$ cat src/stt_pkg.sv
`timescale 1ns / 1ps
`default_nettype none

package stt_pkg;

  // Token kinds as they leave the block.
  typedef enum logic [4:0] {
    KIND_EOF       = 5'd0,
    KIND_IDENT     = 5'd1,
    KIND_NUMERAL   = 5'd2,
    KIND_LBRACE    = 5'd3,
    KIND_RBRACE    = 5'd4,
    KIND_LPAREN    = 5'd5,
    KIND_RPAREN    = 5'd6,
    KIND_SEMI      = 5'd7,
    KIND_PLUS      = 5'd8,
    KIND_MINUS     = 5'd9,
    KIND_STAR      = 5'd10,
    KIND_SLASH     = 5'd11,
    KIND_AND_AND   = 5'd12,
    KIND_OR_OR     = 5'd13,
    KIND_GE        = 5'd14,
    KIND_GT        = 5'd15,
    KIND_LE        = 5'd16,
    KIND_LT        = 5'd17,
    KIND_EQ_EQ     = 5'd18,
    KIND_ASSIGN    = 5'd19,
    KIND_NE        = 5'd20,
    KIND_BANG      = 5'd21,
    KIND_KW_CODE   = 5'd22,
    KIND_KW_ELSE   = 5'd23,
    KIND_KW_FALSE  = 5'd24,
    KIND_KW_IF     = 5'd25,
    KIND_KW_PRINT  = 5'd26,
    KIND_KW_TRUE   = 5'd27,
    KIND_KW_VARS   = 5'd28,
    KIND_KW_WHILE  = 5'd29,
    KIND_UNKNOWN   = 5'd30
  } kind_e;

  // Scanner mode, one-hot.
  typedef enum logic [3:0] {
    MODE_IDLE    = 4'b0001,
    MODE_COMMENT = 4'b0010,
    MODE_WORD    = 4'b0100,
    MODE_NUMBER  = 4'b1000
  } mode_e;

  // First byte of a possible two-byte operator.
  typedef enum logic [2:0] {
    OP_NONE = 3'd0,
    OP_AMP  = 3'd1,
    OP_BAR  = 3'd2,
    OP_GT   = 3'd3,
    OP_LT   = 3'd4,
    OP_EQ   = 3'd5,
    OP_BANG = 3'd6
  } op_e;

  localparam int unsigned START_W   = 32;
  localparam int unsigned LEN_W     = 16;
  localparam int unsigned NUM_W     = 31;

  typedef struct packed {
    kind_e              token_kind;
    logic [NUM_W-1:0]   numeral_value;
    logic [START_W-1:0] token_start;
    logic [LEN_W-1:0]   token_length;
    logic               last_token;
  } token_t;

  localparam logic [NUM_W-1:0] NUM_MAX = {NUM_W{1'b1}};
  localparam logic [LEN_W-1:0] LEN_MAX = {LEN_W{1'b1}};

  localparam int unsigned QUEUE_DEPTH = 4;

  localparam logic [7:0] CH_HASH = 8'h23;
  localparam logic [7:0] CH_AMP  = 8'h26;
  localparam logic [7:0] CH_BAR  = 8'h7C;
  localparam logic [7:0] CH_EQ   = 8'h3D;
  localparam logic [7:0] CH_BANG = 8'h21;
  localparam logic [7:0] CH_GT   = 8'h3E;
  localparam logic [7:0] CH_LT   = 8'h3C;
  localparam logic [7:0] CH_LF   = 8'h0A;
  localparam logic [7:0] CH_CR   = 8'h0D;
  localparam logic [7:0] CH_ZERO = 8'h30;

  localparam int unsigned KW_COUNT   = 8;
  localparam int unsigned KW_MAX_LEN = 9;

  localparam logic [7:0] KW_TEXT [KW_COUNT][KW_MAX_LEN] = '{
    '{"c", "o", "d", "e", 8'h00, 8'h00, 8'h00, 8'h00, 8'h00},
    '{"e", "l", "s", "e", 8'h00, 8'h00, 8'h00, 8'h00, 8'h00},
    '{"f", "a", "l", "s", "e", 8'h00, 8'h00, 8'h00, 8'h00},
    '{"i", "f", 8'h00, 8'h00, 8'h00, 8'h00, 8'h00, 8'h00, 8'h00},
    '{"p", "r", "i", "n", "t", 8'h00, 8'h00, 8'h00, 8'h00},
    '{"t", "r", "u", "e", 8'h00, 8'h00, 8'h00, 8'h00, 8'h00},
    '{"v", "a", "r", "i", "a", "b", "l", "e", "s"},
    '{"w", "h", "i", "l", "e", 8'h00, 8'h00, 8'h00, 8'h00}
  };

  localparam logic [LEN_W-1:0] KW_LEN [KW_COUNT] = '{
    16'd4, 16'd4, 16'd5, 16'd2, 16'd5, 16'd4, 16'd9, 16'd5
  };

  localparam kind_e KW_KIND [KW_COUNT] = '{
    KIND_KW_CODE, KIND_KW_ELSE, KIND_KW_FALSE, KIND_KW_IF,
    KIND_KW_PRINT, KIND_KW_TRUE, KIND_KW_VARS, KIND_KW_WHILE
  };

  // Kind of a pending operator byte that stands alone.
  function automatic kind_e op_single(input op_e op);
    kind_e k;
    case (op)
      OP_GT:   k = KIND_GT;
      OP_LT:   k = KIND_LT;
      OP_EQ:   k = KIND_ASSIGN;
      OP_BANG: k = KIND_BANG;
      default: k = KIND_UNKNOWN;
    endcase
    return k;
  endfunction

  // Kind of a pending operator completed by its second byte.
  function automatic kind_e op_double(input op_e op);
    kind_e k;
    case (op)
      OP_AMP:  k = KIND_AND_AND;
      OP_BAR:  k = KIND_OR_OR;
      OP_GT:   k = KIND_GE;
      OP_LT:   k = KIND_LE;
      OP_EQ:   k = KIND_EQ_EQ;
      OP_BANG: k = KIND_NE;
      default: k = KIND_UNKNOWN;
    endcase
    return k;
  endfunction

  function automatic logic [7:0] op_second(input op_e op);
    logic [7:0] c;
    case (op)
      OP_AMP:  c = CH_AMP;
      OP_BAR:  c = CH_BAR;
      OP_GT, OP_LT, OP_EQ, OP_BANG: c = CH_EQ;
      default: c = 8'h00;
    endcase
    return c;
  endfunction

endpackage

`default_nettype wire

$ cat src/stt_if.sv
`timescale 1ns / 1ps
`default_nettype none

// Byte request channel into the tokenizer.
interface stt_in_if;
  logic       valid;
  logic       ready;
  logic [7:0] source_byte;
  logic       end_of_stream;

  modport source (output valid, output source_byte, output end_of_stream, input ready);
  modport sink   (input valid, input source_byte, input end_of_stream, output ready);
endinterface

// Token request channel out of the tokenizer.
interface stt_out_if;
  logic                            valid;
  logic                            ready;
  stt_pkg::kind_e                  token_kind;
  logic [stt_pkg::NUM_W-1:0]       numeral_value;
  logic [stt_pkg::START_W-1:0]     token_start;
  logic [stt_pkg::LEN_W-1:0]       token_length;
  logic                            last_token;

  modport source (output valid, output token_kind, output numeral_value,
                  output token_start, output token_length, output last_token,
                  input ready);
  modport sink   (input valid, input token_kind, input numeral_value,
                  input token_start, input token_length, input last_token,
                  output ready);
endinterface

`default_nettype wire

$ cat src/source_text_tokenizer.sv
`timescale 1ns / 1ps
`default_nettype none

// Streaming lexer: one source byte per request on in_i, tokens on out_o.
// in_i carries source_byte and end_of_stream. A byte may close the current
// run and start a one-byte token, so it gives zero, one or two tokens;
// last_token marks the final token belonging to that byte. An end-of-stream
// request flushes any open run, emits EOF (length 0) and rewinds offsets to 0.
// A token enters the token queue as the byte that ends it is accepted and
// shows on out_o once the tokens ahead of it have left. Throughput: one byte
// per cycle while the receiver is ready and every byte gives at most one
// token; the output side moves one token per cycle, the limit when bytes
// produce two. A four-entry token queue decouples the two sides.
// in_i.ready is high while at least two queue slots are free, so a stalled
// receiver fills the queue and then holds off new bytes; nothing is dropped.
// Reset clears the scan mode, offsets and queue; the word buffer is only read
// after the current word has written it.
module source_text_tokenizer #(
  parameter int unsigned KEYWORD_BUFFER_BYTES = 9,
  parameter int unsigned OFFSET_BITS          = 32
) (
  input  wire logic  clk_i,
  input  wire logic  rst_ni,
  stt_in_if.sink     in_i,
  stt_out_if.source  out_o
);

  logic             in_accept;
  logic             room;
  logic [1:0]       push_count;
  stt_pkg::token_t  tok0;
  stt_pkg::token_t  tok1;

  assign in_i.ready = room;
  assign in_accept  = in_i.valid && in_i.ready;

  stt_scanner #(
    .KEYWORD_BUFFER_BYTES (KEYWORD_BUFFER_BYTES),
    .OFFSET_BITS          (OFFSET_BITS)
  ) u_scanner (
    .clk_i           (clk_i),
    .rst_ni          (rst_ni),
    .accept_i        (in_accept),
    .source_byte_i   (in_i.source_byte),
    .end_of_stream_i (in_i.end_of_stream),
    .tok0_o          (tok0),
    .tok1_o          (tok1),
    .push_count_o    (push_count)
  );

  stt_token_queue u_queue (
    .clk_i        (clk_i),
    .rst_ni       (rst_ni),
    .push_count_i (push_count),
    .tok0_i       (tok0),
    .tok1_i       (tok1),
    .room_o       (room),
    .out_o        (out_o)
  );

  // the token group of each byte closes with exactly one last marker
  a_last_single: assert property (@(posedge clk_i) disable iff (!rst_ni)
    (push_count == 2'd1) |-> tok0.last_token)
    else $error("single token without last marker");

  a_last_pair: assert property (@(posedge clk_i) disable iff (!rst_ni)
    (push_count == 2'd2) |-> (!tok0.last_token && tok1.last_token))
    else $error("token pair with wrong last markers");

  // end of stream always ends in EOF
  a_eof_pushed: assert property (@(posedge clk_i) disable iff (!rst_ni)
    (in_accept && in_i.end_of_stream) |->
      ((push_count == 2'd1 && tok0.token_kind == stt_pkg::KIND_EOF) ||
       (push_count == 2'd2 && tok1.token_kind == stt_pkg::KIND_EOF)))
    else $error("end of stream without EOF token");

  a_eof_empty: assert property (@(posedge clk_i) disable iff (!rst_ni)
    (out_o.valid && out_o.token_kind == stt_pkg::KIND_EOF) |->
      (out_o.token_length == '0 && out_o.last_token))
    else $error("EOF token with nonzero length or not last");

endmodule

`default_nettype wire

$ cat src/stt_scanner.sv
`timescale 1ns / 1ps
`default_nettype none

module stt_scanner #(
  parameter int unsigned KEYWORD_BUFFER_BYTES = 9,
  parameter int unsigned OFFSET_BITS          = 32
) (
  input  wire logic            clk_i,
  input  wire logic            rst_ni,
  input  wire logic            accept_i,
  input  wire logic [7:0]      source_byte_i,
  input  wire logic            end_of_stream_i,
  output stt_pkg::token_t      tok0_o,
  output stt_pkg::token_t      tok1_o,
  output logic [1:0]           push_count_o
);

  localparam int unsigned BufIdxW = $clog2(KEYWORD_BUFFER_BYTES);
  localparam int unsigned LenW    = stt_pkg::LEN_W;
  localparam int unsigned NumW    = stt_pkg::NUM_W;

  stt_pkg::mode_e          mode_q, mode_d;
  stt_pkg::op_e            op_q, op_d;
  logic [7:0]              kw_buf_q [KEYWORD_BUFFER_BYTES];
  logic [LenW-1:0]         run_len_q, run_len_d;
  logic [OFFSET_BITS-1:0]  run_start_q, run_start_d;
  logic [OFFSET_BITS-1:0]  offset_q, offset_d;
  logic [NumW-1:0]         acc_q, acc_d;

  logic                    kw_we;
  logic [BufIdxW-1:0]      kw_idx;

  logic                    is_space, is_letter, is_digit, is_newline;
  stt_pkg::op_e            char_op;
  stt_pkg::kind_e          punct_kind;
  stt_pkg::kind_e          word_kind;
  logic [LenW-1:0]         len_inc;
  logic [NumW+3:0]         acc_wide;
  logic [NumW-1:0]         acc_sat;
  logic [3:0]              digit_val;

  logic                    flush_vld;
  stt_pkg::token_t         flush_tok;
  logic                    do_flush, do_idle;
  logic                    a_vld, b_vld;
  stt_pkg::token_t         b_tok;
  logic                    kw_hit;

  // Byte classes
  always_comb begin
    is_space   = source_byte_i inside {8'h20, 8'h09, 8'h0A, 8'h0B, 8'h0C, 8'h0D};
    is_letter  = source_byte_i inside {[8'h61:8'h7A], [8'h41:8'h5A]};
    is_digit   = source_byte_i inside {[8'h30:8'h39]};
    is_newline = (source_byte_i == stt_pkg::CH_LF) || (source_byte_i == stt_pkg::CH_CR);
    digit_val  = 4'(source_byte_i - stt_pkg::CH_ZERO);
  end

  always_comb begin
    case (source_byte_i)
      stt_pkg::CH_AMP:  char_op = stt_pkg::OP_AMP;
      stt_pkg::CH_BAR:  char_op = stt_pkg::OP_BAR;
      stt_pkg::CH_GT:   char_op = stt_pkg::OP_GT;
      stt_pkg::CH_LT:   char_op = stt_pkg::OP_LT;
      stt_pkg::CH_EQ:   char_op = stt_pkg::OP_EQ;
      stt_pkg::CH_BANG: char_op = stt_pkg::OP_BANG;
      default:          char_op = stt_pkg::OP_NONE;
    endcase
  end

  always_comb begin
    case (source_byte_i)
      "{":     punct_kind = stt_pkg::KIND_LBRACE;
      "}":     punct_kind = stt_pkg::KIND_RBRACE;
      "(":     punct_kind = stt_pkg::KIND_LPAREN;
      ")":     punct_kind = stt_pkg::KIND_RPAREN;
      ";":     punct_kind = stt_pkg::KIND_SEMI;
      "+":     punct_kind = stt_pkg::KIND_PLUS;
      "-":     punct_kind = stt_pkg::KIND_MINUS;
      "*":     punct_kind = stt_pkg::KIND_STAR;
      "/":     punct_kind = stt_pkg::KIND_SLASH;
      default: punct_kind = stt_pkg::KIND_UNKNOWN;
    endcase
  end

  // Keyword compare: eight independent matches against the word buffer.
  always_comb begin
    word_kind = stt_pkg::KIND_IDENT;
    for (int k = stt_pkg::KW_COUNT - 1; k >= 0; k--) begin
      kw_hit = (run_len_q == stt_pkg::KW_LEN[k]);
      for (int j = 0; j < stt_pkg::KW_MAX_LEN; j++) begin
        if ((16'(j) < stt_pkg::KW_LEN[k]) && (kw_buf_q[j] != stt_pkg::KW_TEXT[k][j])) begin
          kw_hit = 1'b0;
        end
      end
      if (kw_hit) begin
        word_kind = stt_pkg::KW_KIND[k];
      end
    end
  end

  // Saturating run length and decimal accumulate (x*10 = x*8 + x*2)
  always_comb begin
    len_inc  = (run_len_q == stt_pkg::LEN_MAX) ? stt_pkg::LEN_MAX : run_len_q + 1'b1;
    acc_wide = {3'b000, acc_q, 1'b0} + {acc_q, 3'b000} + {(NumW)'(0), digit_val};
    acc_sat  = (acc_wide > {4'b0000, stt_pkg::NUM_MAX}) ? stt_pkg::NUM_MAX : acc_wide[NumW-1:0];
  end

  // Token left open by the current run
  always_comb begin
    flush_tok               = '0;
    flush_tok.token_start   = stt_pkg::START_W'(run_start_q);
    flush_tok.token_length  = run_len_q;
    flush_vld               = 1'b1;
    if (op_q != stt_pkg::OP_NONE) begin
      flush_tok.token_kind   = stt_pkg::op_single(op_q);
      flush_tok.token_length = 16'd1;
    end else if (mode_q == stt_pkg::MODE_WORD) begin
      flush_tok.token_kind = word_kind;
    end else if (mode_q == stt_pkg::MODE_NUMBER) begin
      flush_tok.token_kind    = stt_pkg::KIND_NUMERAL;
      flush_tok.numeral_value = acc_q;
    end else begin
      flush_tok.token_kind = stt_pkg::KIND_EOF;
      flush_vld            = 1'b0;
    end
  end

  always_comb begin
    mode_d      = mode_q;
    op_d        = op_q;
    run_len_d   = run_len_q;
    run_start_d = run_start_q;
    acc_d       = acc_q;
    offset_d    = offset_q;
    kw_we       = 1'b0;
    kw_idx      = run_len_q[BufIdxW-1:0];
    do_flush    = 1'b0;
    do_idle     = 1'b0;
    b_vld       = 1'b0;
    b_tok       = '0;
    b_tok.token_start  = stt_pkg::START_W'(offset_q);
    b_tok.token_length = 16'd1;

    if (end_of_stream_i) begin
      do_flush           = 1'b1;
      b_vld              = 1'b1;
      b_tok.token_kind   = stt_pkg::KIND_EOF;
      b_tok.token_length = '0;
      mode_d             = stt_pkg::MODE_IDLE;
      op_d               = stt_pkg::OP_NONE;
      run_len_d          = '0;
      run_start_d        = '0;
      offset_d           = '0;
      acc_d              = '0;
    end else begin
      offset_d = offset_q + 1'b1;
      if (mode_q == stt_pkg::MODE_COMMENT) begin
        if (is_newline) begin
          mode_d = stt_pkg::MODE_IDLE;
        end
      end else if (op_q != stt_pkg::OP_NONE) begin
        if (source_byte_i == stt_pkg::op_second(op_q)) begin
          b_vld              = 1'b1;
          b_tok.token_kind   = stt_pkg::op_double(op_q);
          b_tok.token_start  = stt_pkg::START_W'(run_start_q);
          b_tok.token_length = 16'd2;
          op_d               = stt_pkg::OP_NONE;
        end else begin
          do_flush = 1'b1;
          do_idle  = 1'b1;
        end
      end else if (mode_q == stt_pkg::MODE_WORD) begin
        if (is_letter || is_digit) begin
          kw_we     = (run_len_q < LenW'(KEYWORD_BUFFER_BYTES));
          run_len_d = len_inc;
        end else begin
          do_flush = 1'b1;
          do_idle  = 1'b1;
        end
      end else if (mode_q == stt_pkg::MODE_NUMBER) begin
        if (is_digit) begin
          acc_d     = acc_sat;
          run_len_d = len_inc;
        end else begin
          do_flush = 1'b1;
          do_idle  = 1'b1;
        end
      end else begin
        do_idle = 1'b1;
      end

      if (do_flush) begin
        mode_d = stt_pkg::MODE_IDLE;
        op_d   = stt_pkg::OP_NONE;
      end

      if (do_idle && !is_space) begin
        if (source_byte_i == stt_pkg::CH_HASH) begin
          mode_d = stt_pkg::MODE_COMMENT;
        end else if (is_letter) begin
          mode_d      = stt_pkg::MODE_WORD;
          run_start_d = offset_q;
          run_len_d   = 16'd1;
          kw_we       = 1'b1;
          kw_idx      = '0;
        end else if (is_digit) begin
          mode_d      = stt_pkg::MODE_NUMBER;
          run_start_d = offset_q;
          run_len_d   = 16'd1;
          acc_d       = NumW'(digit_val);
        end else if (char_op != stt_pkg::OP_NONE) begin
          op_d        = char_op;
          run_start_d = offset_q;
        end else begin
          b_vld            = 1'b1;
          b_tok.token_kind = punct_kind;
        end
      end
    end
  end

  // Up to two tokens per byte: the flushed run first, then the new one.
  always_comb begin
    a_vld  = do_flush && flush_vld;
    tok0_o = a_vld ? flush_tok : b_tok;
    tok1_o = b_tok;
    tok0_o.last_token = !(a_vld && b_vld);
    tok1_o.last_token = 1'b1;
    push_count_o = accept_i ? ({1'b0, a_vld} + {1'b0, b_vld}) : 2'd0;
  end

  always_ff @(posedge clk_i or negedge rst_ni) begin
    if (!rst_ni) begin
      mode_q      <= stt_pkg::MODE_IDLE;
      op_q        <= stt_pkg::OP_NONE;
      run_len_q   <= '0;
      run_start_q <= '0;
      offset_q    <= '0;
      acc_q       <= '0;
    end else if (accept_i) begin
      mode_q      <= mode_d;
      op_q        <= op_d;
      run_len_q   <= run_len_d;
      run_start_q <= run_start_d;
      offset_q    <= offset_d;
      acc_q       <= acc_d;
    end
  end

  always_ff @(posedge clk_i) begin
    if (accept_i && !end_of_stream_i && kw_we) begin
      kw_buf_q[kw_idx] <= source_byte_i;
    end
  end

endmodule

`default_nettype wire

$ cat src/stt_token_queue.sv
`timescale 1ns / 1ps
`default_nettype none

module stt_token_queue (
  input  wire logic        clk_i,
  input  wire logic        rst_ni,
  input  wire logic [1:0]  push_count_i,
  input  stt_pkg::token_t  tok0_i,
  input  stt_pkg::token_t  tok1_i,
  output logic             room_o,
  stt_out_if.source        out_o
);

  localparam int unsigned Depth = stt_pkg::QUEUE_DEPTH;
  localparam int unsigned PtrW  = $clog2(Depth);
  localparam int unsigned CntW  = $clog2(Depth + 1);

  stt_pkg::token_t  mem_q [Depth];
  logic [PtrW-1:0]  wr_ptr_q, wr_ptr_d;
  logic [PtrW-1:0]  rd_ptr_q, rd_ptr_d;
  logic [CntW-1:0]  count_q, count_d;
  logic             pop;
  logic [PtrW-1:0]  wr_ptr_nxt;
  stt_pkg::token_t  head;

  always_comb begin
    pop        = out_o.valid && out_o.ready;
    wr_ptr_nxt = wr_ptr_q + 1'b1;
    wr_ptr_d   = wr_ptr_q + PtrW'(push_count_i);
    rd_ptr_d   = rd_ptr_q + PtrW'(pop);
    count_d    = count_q + CntW'(push_count_i) - CntW'(pop);
    // two free slots guarantee the worst case of one byte fits
    room_o     = (count_q <= CntW'(Depth - 2));
    head       = mem_q[rd_ptr_q];
  end

  assign out_o.valid         = (count_q != '0);
  assign out_o.token_kind    = head.token_kind;
  assign out_o.numeral_value = head.numeral_value;
  assign out_o.token_start   = head.token_start;
  assign out_o.token_length  = head.token_length;
  assign out_o.last_token    = head.last_token;

  always_ff @(posedge clk_i or negedge rst_ni) begin
    if (!rst_ni) begin
      wr_ptr_q <= '0;
      rd_ptr_q <= '0;
      count_q  <= '0;
    end else begin
      wr_ptr_q <= wr_ptr_d;
      rd_ptr_q <= rd_ptr_d;
      count_q  <= count_d;
    end
  end

  always_ff @(posedge clk_i) begin
    if (push_count_i != 2'd0) begin
      mem_q[wr_ptr_q] <= tok0_i;
    end
    if (push_count_i == 2'd2) begin
      mem_q[wr_ptr_nxt] <= tok1_i;
    end
  end

endmodule

`default_nettype wire

$ cat src/flat_wrapper.sv
// flat-port wrapper written by rule: the top's interface ports become plain ports
module source_text_tokenizer_flat 
#(
  parameter int unsigned KEYWORD_BUFFER_BYTES = 9,
  parameter int unsigned OFFSET_BITS          = 32
)
  (clk_i, rst_ni, in_i_valid, in_i_source_byte, in_i_end_of_stream, in_i_ready, out_o_valid, out_o_token_kind, out_o_numeral_value, out_o_token_start, out_o_token_length, out_o_last_token, out_o_ready);
  stt_in_if in_i_i ();
  stt_out_if out_o_i ();
  input  wire logic clk_i;
  input  wire logic rst_ni;
  input wire logic [$bits(in_i_i.valid)-1:0] in_i_valid;
  input wire logic [$bits(in_i_i.source_byte)-1:0] in_i_source_byte;
  input wire logic [$bits(in_i_i.end_of_stream)-1:0] in_i_end_of_stream;
  output wire logic [$bits(in_i_i.ready)-1:0] in_i_ready;
  output wire logic [$bits(out_o_i.valid)-1:0] out_o_valid;
  output wire logic [$bits(out_o_i.token_kind)-1:0] out_o_token_kind;
  output wire logic [$bits(out_o_i.numeral_value)-1:0] out_o_numeral_value;
  output wire logic [$bits(out_o_i.token_start)-1:0] out_o_token_start;
  output wire logic [$bits(out_o_i.token_length)-1:0] out_o_token_length;
  output wire logic [$bits(out_o_i.last_token)-1:0] out_o_last_token;
  input wire logic [$bits(out_o_i.ready)-1:0] out_o_ready;
  assign in_i_i.valid = in_i_valid;
  assign in_i_i.source_byte = in_i_source_byte;
  assign in_i_i.end_of_stream = in_i_end_of_stream;
  assign in_i_ready = in_i_i.ready;
  assign out_o_valid = out_o_i.valid;
  assign out_o_token_kind = out_o_i.token_kind;
  assign out_o_numeral_value = out_o_i.numeral_value;
  assign out_o_token_start = out_o_i.token_start;
  assign out_o_token_length = out_o_i.token_length;
  assign out_o_last_token = out_o_i.last_token;
  assign out_o_i.ready = out_o_ready;
  source_text_tokenizer #(.KEYWORD_BUFFER_BYTES(KEYWORD_BUFFER_BYTES), .OFFSET_BITS(OFFSET_BITS)) u_core (.clk_i(clk_i), .rst_ni(rst_ni), .in_i(in_i_i), .out_o(out_o_i));
endmodule
$ cat config.mk
export PLATFORM = sky130hd
export DESIGN_NAME = source_text_tokenizer_flat
export DESIGN_NICKNAME = d
export VERILOG_FILES = /design/src/stt_pkg.sv /design/src/stt_if.sv /design/src/source_text_tokenizer.sv /design/src/stt_scanner.sv /design/src/stt_token_queue.sv /design/src/flat_wrapper.sv
export SDC_FILE = /design/constraint.sdc
export NUM_CORES = 1
export LEC_CHECK = 0
export BUFFER_PORTS_ARGS = -buffer_cell sky130_fd_sc_hd__buf_2
export CORE_MARGIN = 2
export CORE_UTILIZATION = 49
export DETAILED_ROUTE_END_ITERATION = 6
export MAX_ROUTING_LAYER = met4
export PLACE_DENSITY = 0.64
export SLEW_MARGIN = 20
export SYNTH_ARGS = -nofsm -noshare
export SYNTH_HDL_FRONTEND = slang
export SYNTH_SLANG_ARGS = --single-unit
$ cat constraint.sdc
create_clock -name clk_i -period 8.91 [get_ports clk_i]
set_input_delay 0 -clock clk_i [delete_from_list [all_inputs] [get_ports clk_i]]
set_output_delay 0 -clock clk_i [all_outputs]
set_load 0.005 [all_outputs]
==> metrics.md <==
| Metric | Value |
|---|---|
| Status | finished, final reports clean |
| FF-to-FF setup slack | 2890 ps |
| Die H | 237 µm |
| DRT Pass-1 Iters | 5 |
| Clk_lat worst skew | 630 ps |
| Row cnt | 85 |
| Max-cap violations | 0 |
| Worst path required time | 9260 ps |
| Reg-to-Reg Start | u_core.u_scanner.op_q[1] |
| TritonCTS Buffers | 58 |
| Ys flop type | edfxtp_1 |
| Post-synthesis async set-or-reset flop share | 23.3% |
| Final net count | 2386 |
| DRT antenna net count | 0 |
| Critical-path cell list | nor3b_1 -> mux2_2 -> nor4_1 -> nand3_2 -> nand3_1 -> nor2_1 -> or2_2 -> ha_1 -> o21ai_1 -> nor2_1 -> nor2_4 -> buf_4 -> inv_2 -> buf_4 |
| Static leakage | 11.1 nW |
| Post-Synthesis Cells | 2285 |
| First-pass GRT wire length | 117000 µm |
| Post-synth top area share | 25.8% |
| Worst slew pin tran | 1120 ps |
| Routability cong. | 0.925 |
| Setup crit end kind | flip-flop |
| Maximum clock frequency | 0.166 GHz |
| Hold WC Path Type | in -> reg |
| Hold slack final | 340 ps |
| Dominant cell type by area after synthesis | edfxtp_1 |
| Hold_sp | out_o_ready |
| Core box area | 0.0537 mm² |
| Via Count | 20200 |
| Crit path max fanout | 32 |
| Initial DRC Count | 1874 |
| Die Wd | 237 µm |
| Initial core utilization | 49.4% |
| Slew Limit Fails | 0 |
| GRT overflow | 0 |
| DR WL/cell | 24.7 µm |
| Final setup violation count | 0 |
| Rel. slew slack | 25.3% |
| Most common cell after layout, fill and taps aside | edfxtp_1 |
| CTS tree | done |
| Synth Register Bits | 537 |
| Synth-to-Final Area Change | 11.5% |
| Worst-case clock buffer depth | 3 |
| Mapped cell area | 0.0265 mm² |
| Die area | 0.0560 mm² |
| Layout cells sized above 1 | 16.4% |
| Mapped Nets | 2374 |
| Unrepaired setup endpoints after global routing | no |
| Critical path class | reg -> reg |
| DRT Wirelength | 75100 µm |
| Num ports | 100 |
| Slowest stage delay, CP | 620 ps |
| Initial antenna violation count | 1 |
| Synth warn | 0 |
| Unique masters post-synth | 101 |
| Most frequent cells in the layout | edfxtp_1, a22o_1, dfxtp_1, nand2_1, o21ai_0 |
| Placed Area | 0.0274 mm² |
| Post-layout minimum cycle time | 6020 ps |
| # fillers | 4526 |
| CP startpoint kind | flip-flop |
| Hold Fails Final Rpt | 0 |
| Worst-path clk slew | 60 ps |
| Max rail drop VDD | 0.188 mV |
| Via-to-Cell Ratio | 6.64 |
| Max Clock Skew | 22.2 ps |
| Syn Area/Cell | 11.6 µm² |
| # DRC | 0 |
| EDFF count, synth | 228 |
| Final Cycle Share | 67.5% |
| Vias in the first global route | 19700 |
| Sequential area share after synthesis | 51.5% |
| Largest net degree at the start of global routing | 105 |
| Arr. time, crit path | 6360 ps |
| Num Clock Sinks | 537 |
| CP max stage cell | dfrtp_1 |
| CTS Root Cell | clkbuf_16 |
| Post-CTS setup buffers | 0 |
| Global Route Usage Sum | 27.3% |
| Number of port buffers | 99 |
| Pwr/cell area | 242 mW/mm² |
| Power consumption | 7.17 mW |
| Final instance area | 0.0296 mm² |
| Hpwl dp | 46500 µm |
| CTS H-Tree Depth | 2 |
| Crit path from | u_core.u_scanner.op_q[1] |
| Top post-synthesis cells by area | edfxtp_1, dfxtp_1, dfrtp_1, a22o_1, mux4_2 |
| Setup Total Neg Slack | 0 ps |
==> repair_timing <==
action | CTS | global route
gates resized for setup | 0 | 0
hold buffers | 14 | 0
hold endpoints to repair | 143 | 0
==> critical path: cells and delay by family (launching register included) <==
kind,cells,cell delay [ps]
buf+inv,3,1200
simple gates,8,2760
compound gates,1,390
mux,1,370
fa+ha+maj,1,390
flops,1,620
==> sequential cells by signal, indices dropped and copies added (netlist names) <==
| name | cells |
|---|---|
| u_core.u_scanner.run_start_q | 32 |
| u_core.u_scanner.mode_q | 4 |
| u_core.u_queue.wr_ptr_q | 2 |
| u_core.u_queue.count_q | 3 |
| u_core.u_scanner.run_len_q | 16 |
| u_core.u_queue.mem_q | 340 |
| u_core.u_scanner.op_q | 3 |
| u_core.u_scanner.acc_q | 31 |
| u_core.u_queue.rd_ptr_q | 2 |
| u_core.u_scanner.kw_buf_q | 72 |
| u_core.u_scanner.offset_q | 32 |
==> where the power goes <==
group / switching (mW) / total (mW) / internal (mW) / leakage, nW
clock: 1.02 / 2.46 / 1.44 / 0.959
sequential: 0.205 / 2.99 / 2.78 / 5.24
combinational: 1.06 / 1.73 / 0.670 / 4.86
==> routing by layer <==
layer | vias to the layer above | part of all wire (%) | track usage (%)
met2 | 867 | 46 | 41.5
met3 | 134 | 7.5 | 4.65
met1 | 10100 | 44 | 38.0
met5 | - | 0 | -
met4 | 0 | 2.5 | 7.92
li1 | 9054 | - | -
==> cell usage after synthesis (36+ instances only) <==
master    number
nand2_1      163
buf_2         36
inv_1         39
nor3_1        48
nor2_1        95
a22o_1       221
a32o_1        99
dfxtp_1      184
nor4_1        41
ha_1          73
nand3_1       86
o21ai_0      123
clkbuf_1     127
dfrtp_1      124
mux4_2        85
edfxtp_1     228
a21oi_1       85
==> logic make-up (layout without fill, tap and decap cells) <==
group,after synthesis,in the layout,synth area share [%]
compound gates,686,686,19.9
simple gates,603,603,11.9
flops,537,537,51.5
buf+inv,242,304,3.97
mux,94,94,7.56
fa+ha+maj,77,77,3.71
xor+xnor,46,46,1.52
other cells,0,1,0
==> cell type report <==
| cell class | instances | area [µm²] | share of cell area (%) |
|---|---|---|---|
| timing repair buffer | 152 | 992 | 3.35 |
| multi-input combinational | 1506 | 11900 | 40.3 |
| clock buffer | 80 | 1690 | 5.70 |
| inverter | 42 | 163 | 0.550 |
| sequential | 537 | 13700 | 46.2 |
| antenna | 1 | 2.50 | 0.00845 |
| clock inverter | 30 | 285 | 0.964 |
| tap | 696 | 871 | 2.94 |
==> through the flow <==
| step | setup slack, ps | std cells | util, % |
|---|---|---|---|
| after floorplan | 4020 | 2285 | - |
| after global placement | 3080 | 2917 | 51.0 |
| after detailed placement | 2950 | 2918 | 51.0 |
| after CTS | 2960 | 3042 | 55.0 |
| after global routing | 2400 | 3044 | 55.1 |
| final | 2890 | 3044 | 55.1 |
==> path summary, 6_finish.rpt <==
check / to / depth (start not counted)
max in group asynchronous: u_core.u_scanner.mode_q[0] / 5
worst max register to register: u_core.u_queue.mem_q[3][41] / 14
worst max-delay path: u_core.u_queue.mem_q[3][41] / 14
worst min register to register: u_core.u_queue.mem_q[2][5] / 1
min in group asynchronous: u_core.u_scanner.run_start_q[16] / 4
worst min-delay path: u_core.u_queue.rd_ptr_q[0] / 4
No activity file was read; power rests on OpenSTA's default activity.
